==> config.mk <==
export PLATFORM = sky130hd
export DESIGN_NAME = murmur3_name_hasher
export DESIGN_NICKNAME = d
export VERILOG_FILES = /design/src/rtl/mnh_pkg.sv /design/src/rtl/mnh_front.sv /design/src/rtl/mnh_cmd_fifo.sv /design/src/rtl/mnh_back.sv /design/src/rtl/murmur3_name_hasher.sv
export SDC_FILE = /design/constraint.sdc
export NUM_CORES = 2
export LEC_CHECK = 0
export BUFFER_PORTS_ARGS = -buffer_cell sky130_fd_sc_hd__buf_4
export CORE_MARGIN = 2
export CORE_UTILIZATION = 45
export CTS_BUF_LIST = sky130_fd_sc_hd__clkbuf_4 sky130_fd_sc_hd__clkbuf_8 sky130_fd_sc_hd__clkbuf_16
export CTS_CLUSTER_DIAMETER = 150
export CTS_CLUSTER_SIZE = 8
export DETAILED_ROUTE_END_ITERATION = 10
export PLACE_DENSITY = 0.58
export SYNTH_ARGS = -nofsm -noshare
export SYNTH_HDL_FRONTEND = slang
export SYNTH_HIERARCHICAL = 1
export SYNTH_SLANG_ARGS = --single-unit
==> constraint.sdc <==
create_clock -name clk_i -period 14.51 [get_ports clk_i]
set_input_delay 3.6275 -clock clk_i [delete_from_list [all_inputs] [get_ports clk_i]]
set_output_delay 3.6275 -clock clk_i [all_outputs]
set_load 0.02 [all_outputs]
==> src/rtl/mnh_pkg.sv <==
// Package for the MurmurHash3 name hasher: hash constants, widths and the
// command record passed from the front end to the back end. No dependencies.
package mnh_pkg;

  localparam int unsigned LenBits  = 16;  // stored length width, 8..16 here
  localparam int unsigned TagW     = 22;
  localparam int unsigned CmdDepth = 2;
  localparam int unsigned CmdPtrW  = 1;
  localparam int unsigned CmdCntW  = 2;

  localparam logic [31:0] C1   = 32'hcc9e2d51;
  localparam logic [31:0] C2   = 32'h1b873593;
  localparam logic [31:0] MixN = 32'he6546b64;
  localparam logic [31:0] F1   = 32'h85ebca6b;
  localparam logic [31:0] F2   = 32'hc2b2ae35;
  localparam logic [13:0] TagScale = 14'd10000;

  typedef struct packed {
    logic [31:0]        word;      // block word, or masked tail
    logic               mix_block;
    logic               mix_tail;
    logic               seed;      // load accumulator with len first
    logic               last;      // finalise and emit
    logic [LenBits-1:0] len;
    logic [TagW-1:0]    tag;
  } cmd_t;

  function automatic logic [31:0] rotl15(input logic [31:0] x);
    rotl15 = {x[16:0], x[31:17]};
  endfunction

  function automatic logic [31:0] rotl13(input logic [31:0] x);
    rotl13 = {x[18:0], x[31:19]};
  endfunction

endpackage

==> src/rtl/mnh_front.sv <==
// Front end: takes input words, keeps length, first byte and previous top
// byte, and turns each word into a command. Depends on mnh_pkg.
module mnh_front (
  input  logic                    clk_i,
  input  logic                    rst_ni,
  input  logic                    take_i,
  input  logic [31:0]             data_word_i,
  input  logic [2:0]              byte_count_i,
  input  logic                    first_item_i,
  input  logic                    last_item_i,
  input  logic [15:0]             message_length_i,
  output mnh_pkg::cmd_t           cmd_o
);

  logic [mnh_pkg::LenBits-1:0] len_q, len_d;
  logic [7:0]  lead_q, lead_d;
  logic [7:0]  ptop_q, ptop_d;
  logic [7:0]  ptop_eff, lastb;
  logic [2:0]  cnt;
  logic [31:0] mask;
  logic [mnh_pkg::TagW-1:0] lead_scaled;

  always_comb begin
    cnt      = (byte_count_i > 3'd4) ? 3'd4 : byte_count_i;
    len_d    = first_item_i ? message_length_i[mnh_pkg::LenBits-1:0] : len_q;
    lead_d   = first_item_i ? data_word_i[7:0] : lead_q;
    ptop_eff = first_item_i ? 8'd0 : ptop_q;
    ptop_d   = last_item_i ? ptop_eff : data_word_i[31:24];

    case (cnt)
      3'd1: begin
        mask  = 32'h0000_00ff;
        lastb = data_word_i[7:0];
      end
      3'd2: begin
        mask  = 32'h0000_ffff;
        lastb = data_word_i[15:8];
      end
      3'd3: begin
        mask  = 32'h00ff_ffff;
        lastb = data_word_i[23:16];
      end
      3'd4: begin
        mask  = 32'hffff_ffff;
        lastb = data_word_i[31:24];
      end
      default: begin
        mask  = 32'h0000_0000;
        lastb = ptop_eff;
      end
    endcase

    lead_scaled = mnh_pkg::TagW'(lead_d) * mnh_pkg::TagW'(mnh_pkg::TagScale);

    cmd_o.word      = last_item_i ? (data_word_i & mask) : data_word_i;
    // non-last words are always mixed as full blocks
    cmd_o.mix_block = !last_item_i || (cnt == 3'd4);
    cmd_o.mix_tail  = last_item_i && (cnt != 3'd4) && (cnt != 3'd0);
    cmd_o.seed      = first_item_i;
    cmd_o.last      = last_item_i;
    cmd_o.len       = len_d;
    cmd_o.tag       = lead_scaled + mnh_pkg::TagW'(lastb);
  end

  always_ff @(posedge clk_i or negedge rst_ni) begin
    if (!rst_ni) begin
      len_q  <= '0;
      lead_q <= '0;
      ptop_q <= '0;
    end else if (take_i) begin
      len_q  <= len_d;
      lead_q <= lead_d;
      ptop_q <= ptop_d;
    end
  end

endmodule

==> src/rtl/mnh_cmd_fifo.sv <==
// Short command queue between front and back end, so each side stalls on
// its own. Depends on mnh_pkg.
module mnh_cmd_fifo (
  input  logic          clk_i,
  input  logic          rst_ni,
  input  logic          push_i,
  input  mnh_pkg::cmd_t wdata_i,
  input  logic          pop_i,
  output mnh_pkg::cmd_t rdata_o,
  output logic          full_o,
  output logic          empty_o
);

  mnh_pkg::cmd_t entries_q [mnh_pkg::CmdDepth];
  logic [mnh_pkg::CmdPtrW-1:0] wptr_q, rptr_q;
  logic [mnh_pkg::CmdCntW-1:0] cnt_q;
  logic do_push, do_pop;

  assign full_o  = (cnt_q == mnh_pkg::CmdCntW'(mnh_pkg::CmdDepth));
  assign empty_o = (cnt_q == '0);
  assign do_push = push_i && !full_o;
  assign do_pop  = pop_i && !empty_o;
  assign rdata_o = entries_q[rptr_q];

  always_ff @(posedge clk_i) begin
    if (do_push) begin
      entries_q[wptr_q] <= wdata_i;
    end
  end

  always_ff @(posedge clk_i or negedge rst_ni) begin
    if (!rst_ni) begin
      wptr_q <= '0;
      rptr_q <= '0;
      cnt_q  <= '0;
    end else begin
      if (do_push) begin
        wptr_q <= wptr_q + 1'b1;
      end
      if (do_pop) begin
        rptr_q <= rptr_q + 1'b1;
      end
      if (do_push && !do_pop) begin
        cnt_q <= cnt_q + 1'b1;
      end else if (do_pop && !do_push) begin
        cnt_q <= cnt_q - 1'b1;
      end
    end
  end

endmodule

==> src/rtl/mnh_back.sv <==
// Back end: sequencer around one shared 32x32 multiplier that mixes blocks,
// tails and finalises, plus the result register. Depends on mnh_pkg.
module mnh_back (
  input  logic          clk_i,
  input  logic          rst_ni,
  input  logic          cmd_empty_i,
  input  mnh_pkg::cmd_t cmd_i,
  output logic          cmd_pop_o,
  input  logic          pop_i,
  output logic          empty_o,
  output logic [31:0]   hash_value_o,
  output logic [mnh_pkg::TagW-1:0] name_tag_o
);

  localparam logic [2:0] StIdle = 3'd0;
  localparam logic [2:0] StK1   = 3'd1;
  localparam logic [2:0] StK2   = 3'd2;
  localparam logic [2:0] StMix  = 3'd3;
  localparam logic [2:0] StFin1 = 3'd4;
  localparam logic [2:0] StFin2 = 3'd5;
  localparam logic [2:0] StOut  = 3'd6;

  logic [2:0]  state_q, state_d;
  logic [31:0] h_q, h_d;
  logic [31:0] k_q, k_d;
  mnh_pkg::cmd_t cur_q, cur_d;
  logic        ovalid_q, ovalid_d;
  logic [31:0] ohash_q, ohash_d;
  logic [mnh_pkg::TagW-1:0] otag_q, otag_d;

  logic [31:0] mul_a, mul_b, prod;
  logic [31:0] fin_t, fin_u, mix_x, h_final;

  always_comb begin
    fin_t   = h_q ^ 32'(cur_q.len);
    fin_t   = fin_t ^ (fin_t >> 16);
    fin_u   = h_q ^ (h_q >> 13);
    mix_x   = mnh_pkg::rotl13(h_q ^ k_q);
    h_final = h_q ^ (h_q >> 16);

    case (state_q)
      StK1: begin
        mul_a = k_q;
        mul_b = mnh_pkg::C1;
      end
      StK2: begin
        mul_a = mnh_pkg::rotl15(k_q);
        mul_b = mnh_pkg::C2;
      end
      StFin1: begin
        mul_a = fin_t;
        mul_b = mnh_pkg::F1;
      end
      default: begin
        mul_a = fin_u;
        mul_b = mnh_pkg::F2;
      end
    endcase
    prod = mul_a * mul_b;
  end

  always_comb begin
    state_d   = state_q;
    h_d       = h_q;
    k_d       = k_q;
    cur_d     = cur_q;
    ovalid_d  = ovalid_q && !pop_i;
    ohash_d   = ohash_q;
    otag_d    = otag_q;
    cmd_pop_o = 1'b0;

    case (state_q)
      StIdle: begin
        if (!cmd_empty_i) begin
          cmd_pop_o = 1'b1;
          cur_d     = cmd_i;
          k_d       = cmd_i.word;
          if (cmd_i.seed) begin
            h_d = 32'(cmd_i.len);
          end
          if (cmd_i.mix_block || cmd_i.mix_tail) begin
            state_d = StK1;
          end else if (cmd_i.last) begin
            state_d = StFin1;
          end
        end
      end
      StK1: begin
        k_d     = prod;
        state_d = StK2;
      end
      StK2: begin
        k_d     = prod;
        state_d = StMix;
      end
      StMix: begin
        // tail: xor only; block: rotate, times five, add
        if (cur_q.mix_block) begin
          h_d = {mix_x[29:0], 2'b00} + mix_x + mnh_pkg::MixN;
        end else begin
          h_d = h_q ^ k_q;
        end
        state_d = cur_q.last ? StFin1 : StIdle;
      end
      StFin1: begin
        h_d     = prod;
        state_d = StFin2;
      end
      StFin2: begin
        h_d     = prod;
        state_d = StOut;
      end
      StOut: begin
        if (!ovalid_q || pop_i) begin
          ovalid_d = 1'b1;
          ohash_d  = h_final;
          otag_d   = cur_q.tag;
          h_d      = h_final;
          state_d  = StIdle;
        end
      end
      default: begin
        state_d = StIdle;
      end
    endcase
  end

  always_ff @(posedge clk_i or negedge rst_ni) begin
    if (!rst_ni) begin
      state_q  <= StIdle;
      h_q      <= '0;
      ovalid_q <= 1'b0;
    end else begin
      state_q  <= state_d;
      h_q      <= h_d;
      ovalid_q <= ovalid_d;
    end
  end

  always_ff @(posedge clk_i) begin
    k_q     <= k_d;
    cur_q   <= cur_d;
    ohash_q <= ohash_d;
    otag_q  <= otag_d;
  end

  assign empty_o      = !ovalid_q;
  assign hash_value_o = ohash_q;
  assign name_tag_o   = otag_q;

endmodule

==> src/rtl/murmur3_name_hasher.sv <==
// MurmurHash3 x86 32-bit name hasher, seeded with the message length.
// Each word passes the front end and the command queue; the back end then
// pops it and runs two scramble multiplies and a mix step for a full word or
// tail, and for a last item two finalise multiplies and the output step, all
// on the shared multiplier; it pops the next command only once back in idle,
// and the output step holds while an earlier result waits for pop.
// Reset: asynchronous; clears accumulator, stored length, first byte, queues.
module murmur3_name_hasher (
  input  logic        clk_i,
  input  logic        rst_ni,
  input  logic        push,
  output logic        full,
  input  logic [31:0] data_word_i,
  input  logic [2:0]  byte_count_i,
  input  logic        first_item_i,
  input  logic        last_item_i,
  input  logic [15:0] message_length_i,
  output logic        empty,
  input  logic        pop,
  output logic [31:0] hash_value_o,
  output logic [21:0] name_tag_o
);

  mnh_pkg::cmd_t front_cmd, back_cmd;
  logic cmd_full, cmd_empty, cmd_pop;

  assign full = cmd_full;

  mnh_front u_front (
    .clk_i            (clk_i),
    .rst_ni           (rst_ni),
    .take_i           (push && !cmd_full),
    .data_word_i      (data_word_i),
    .byte_count_i     (byte_count_i),
    .first_item_i     (first_item_i),
    .last_item_i      (last_item_i),
    .message_length_i (message_length_i),
    .cmd_o            (front_cmd)
  );

  mnh_cmd_fifo u_cmd_fifo (
    .clk_i   (clk_i),
    .rst_ni  (rst_ni),
    .push_i  (push),
    .wdata_i (front_cmd),
    .pop_i   (cmd_pop),
    .rdata_o (back_cmd),
    .full_o  (cmd_full),
    .empty_o (cmd_empty)
  );

  mnh_back u_back (
    .clk_i        (clk_i),
    .rst_ni       (rst_ni),
    .cmd_empty_i  (cmd_empty),
    .cmd_i        (back_cmd),
    .cmd_pop_o    (cmd_pop),
    .pop_i        (pop),
    .empty_o      (empty),
    .hash_value_o (hash_value_o),
    .name_tag_o   (name_tag_o)
  );

endmodule

==> impl_metrics.env <==
export IMPL_outcome="finished clean"
export IMPL_port_buffer_count=112
export IMPL_synthToLayoutAreaGrowth_pct=10.2
export IMPL_maximum_count_of_clock_buffers_along_a_single_path=3
export IMPL_post_cts_resized=0
export IMPL_placed_cell_area_sq_um=35900
export IMPL_clk_transition_reported_paths_ns=0.06
export IMPL_postCtsSetupRepairBufs=0
export IMPL_synth_seq_cells=346
export IMPL_max_freq_mhz=94.2
export IMPL_design_final_nets=4025
export IMPL_reg2reg_depth=31
export IMPL_postSynthNetCount=3942
export IMPL_placed_cells_incl_taps=4243
export IMPL_critical_path_peak_fanout=29
export IMPL_grt_remaining_overflow=0
export IMPL_cp_slowest_stage_delay_ns=0.95
export IMPL_dieHeight_um=279
export IMPL_rsz0062_at_grt="no"
export IMPL_initial_utilization=0.456
export IMPL_routed_wire_length_per_instance_um=29.2
export IMPL_placeableCoreArea_sq_um=74700
export IMPL_vias_in_the_first_global_route=25470
export IMPL_detailedRoute_firstPassIterationCount=6
export IMPL_antenna_violations_before_repair=3
export IMPL_critPathKind="register to register"
export IMPL_synth_async_reset_ratio=0.208
export IMPL_actual_transition_at_the_worst_max_transition_pin_ns=1.13
export IMPL_skew_ns=0.0287
export IMPL_clockRootBuffer="clkbuf_16"
export IMPL_holdCritPathClass="register to register"
export IMPL_seq_total_area_yosys=0.295
export IMPL_tritoncts="built"
export IMPL_design_area_sq_um=37500
export IMPL_floorplan_die_width_um=279
export IMPL_worst_path_buf_inv=8
export IMPL_layout_cells_non_filler=4334
export IMPL_dieArea_sq_um=77900
export IMPL_rrSetupSlack_ns=3.90
export IMPL_report_final_setup_viol=0
export IMPL_mapped_area_sq_um=34100
export IMPL_floorplan_rows=100
export IMPL_first_iteration_detailed_routing_drc_count=2512
export IMPL_most_frequent_cells_in_the_layout="inv_1, fa_1, edfxtp_1, nand2_1, ha_1"
export IMPL_drc_errors=0
export IMPL_finalCriticalPeriod_ns=10.61
export IMPL_mostFrequentLayoutCell="inv_1"
export IMPL_hold_buffers=0
export IMPL_syn_inst=3242
export IMPL_ys_warn_count=6
export IMPL_critical_path_top_cell_by_count="fa_1"
export IMPL_i_o_pins=113
export IMPL_vias=24646
export IMPL_cts_htree_levels=2
export IMPL_reg2reg_to="u_back/h_q[28]"
export IMPL_cpLargestDelayFamily="adder cells"
export IMPL_arrival_time_reported_for_the_critical_path_endpoint_ns=11.07
export IMPL_syn_area_per_cell_sq_um=10.5
export IMPL_relSlewSlack=0.239
export IMPL_drt_antenna_violating_nets=0
export IMPL_reg2reg_from="u_back/state_q[0]"
export IMPL_post_route_worst_setup_slack_ns=3.90
export IMPL_critical_path_endpoint_type="register"
export IMPL_report_final_hold_viol_count=0
export IMPL_grt_pass1_wl_um=182000
export IMPL_holdCritStartpoint="u_back/cur_q[7]"
export IMPL_share_of_final_layout_standard_cells_stronger_than_drive_strength_1=0.130
export IMPL_slew_violations=0
export IMPL_min_delay_path_depth=0
export IMPL_final_period_utilization=0.732
export IMPL_cts_made_buffers=49
export IMPL_whs_endpoint="u_back/name_tag_o[7]"
export IMPL_maxCapViolations=0
export IMPL_synth_ff_type="edfxtp_1"
export IMPL_finalWeightedCongestion=1.02
export IMPL_timing_critical_path_slowest_stage_cell="nor3_2"
export IMPL_worstSkewPairLatency_ns=0.61
export IMPL_cts_sinks=346
export IMPL_critical_path_startpoint_type="register"
export IMPL_synth_enable_flop_cells=274
export IMPL_detail_route_vias_per_cell=5.69
export IMPL_grt_max_degree=60
export IMPL_global_route_usage_total=0.328
export IMPL_timing_setup_tns_ns=0
export IMPL_timing_critical_path_required_ns=14.96
export IMPL_place_hpwl_um=106000
export IMPL_placement_setup_worst_slack_ns=4.06
export IMPL_post_synthesis_cell_type_count=104
export IMPL_detail_route_wirelength_um=127000
logic make-up after synthesis:
group                    count (synthesis)  share of synthesized area
buffers and inverters                  768                     0.0876
AO/OA/AOI/OAI                          466                     0.0909
AND/OR/NAND/NOR                        671                     0.0934
flip-flops                             346                      0.295
XOR/XNOR                               201                     0.0550
multiplexers                           146                     0.0529
adder cells (fa/ha/maj)                644                      0.326
metrics by stage:
| step | hold WS, ns | utilization |
|---|---|---|
| CTS | 0.411 | 0.502 |
| global placement | 0.405 | 0.481 |
| global route | 0.419 | 0.502 |
| detailed placement | 0.405 | 0.481 |
| floorplan | 0.400 | - |
| finish | 0.401 | 0.502 |
registers in the layout (all words and copies together) (netlist names):
register / cells
u_front/ptop_q: 8
u_back/cur_q: 40
u_back/name_tag_o: 22
u_cmd_fifo/cnt_q: 2
u_back/ovalid_q: 1
u_back/k_q: 32
u_back/state_q: 3
u_back/h_q: 32
u_front/len_q: 16
u_cmd_fifo/entries_q: 148
u_back/hash_value_o: 32
u_front/lead_q: 8
u_cmd_fifo/rptr_q: 1
u_cmd_fifo/wptr_q: 1
final cells by class:
| class | count | area [sq um] |
|---|---|---|
| clock inverters | 2 | 40.0 |
| well taps | 969 | 1210 |
| diodes | 1 | 2.50 |
| fillers | 6910 | 37200 |
| repair buffers | 157 | 1180 |
| clock buffers | 88 | 1540 |
| flip-flops and latches | 346 | 10000 |
| multi-input cells | 2128 | 21100 |
| inverters | 643 | 2410 |
per-layer routing:
| metal | routed length (um) | vias up | track usage |
|---|---|---|---|
| met1 | 51200 | 12504 | 0.429 |
| met5 | 12 | - | 0 |
| li1 | - | 10730 | - |
| met4 | 7010 | 2 | 0.151 |
| met2 | 58900 | 1140 | 0.529 |
| met3 | 9590 | 270 | 0.0605 |
worst max-delay path by stage:
stage,from,end,slack [ns],cells past startpoint
6_report,u_back/state_q[0],u_back/h_q[28],3.90,31
5_1_grt,u_back/state_q[0],u_back/h_q[28],3.58,36
4_1_cts,u_back/state_q[0],u_back/h_q[28],3.98,36
3_5_place_dp,u_back/state_q[0],u_back/h_q[28],4.06,36
3_3_place_gp,u_back/state_q[0],u_back/h_q[28],4.05,36
2_1_floorplan,u_back/state_q[2],u_back/h_q[27],6.08,34
cells in the mapped netlist, drive strengths merged (7+ instances only):
library cell / instances / area, sq um
o21bai: 8 / 60.1
a21o: 38 / 285
xnor2: 117 / 1060
fa: 405 / 8110
a21boi: 7 / 52.6
clkbuf: 92 / 345
o211ai: 20 / 150
nor3b: 7 / 73.8
inv: 641 / 2410
ha: 238 / 2980
o21a: 12 / 90.1
nand2b: 19 / 119
nor2: 186 / 718
and3: 12 / 75.1
nand3b: 12 / 90.1
or2: 10 / 62.6
nand3: 21 / 115
a22oi: 27 / 208
a31oi: 10 / 62.6
o21ai: 101 / 517
xor2: 79 / 699
a21oi: 131 / 663
mux2: 122 / 1560
nor2b: 32 / 208
nor3: 23 / 130
o31ai: 10 / 75.1
mux2i: 24 / 240
edfxtp: 274 / 8230
and2: 45 / 284
a22o: 13 / 114
nand2: 270 / 1030
nand4: 10 / 83.8
a211oi: 27 / 220
dfrtp: 72 / 1800
buf: 33 / 223
o221ai: 9 / 85.1
nor4: 8 / 65.1
Power is left out: the tool's default activity adds up to more than one toggle a clock period on the data nets, which glitch-free logic cannot reach.
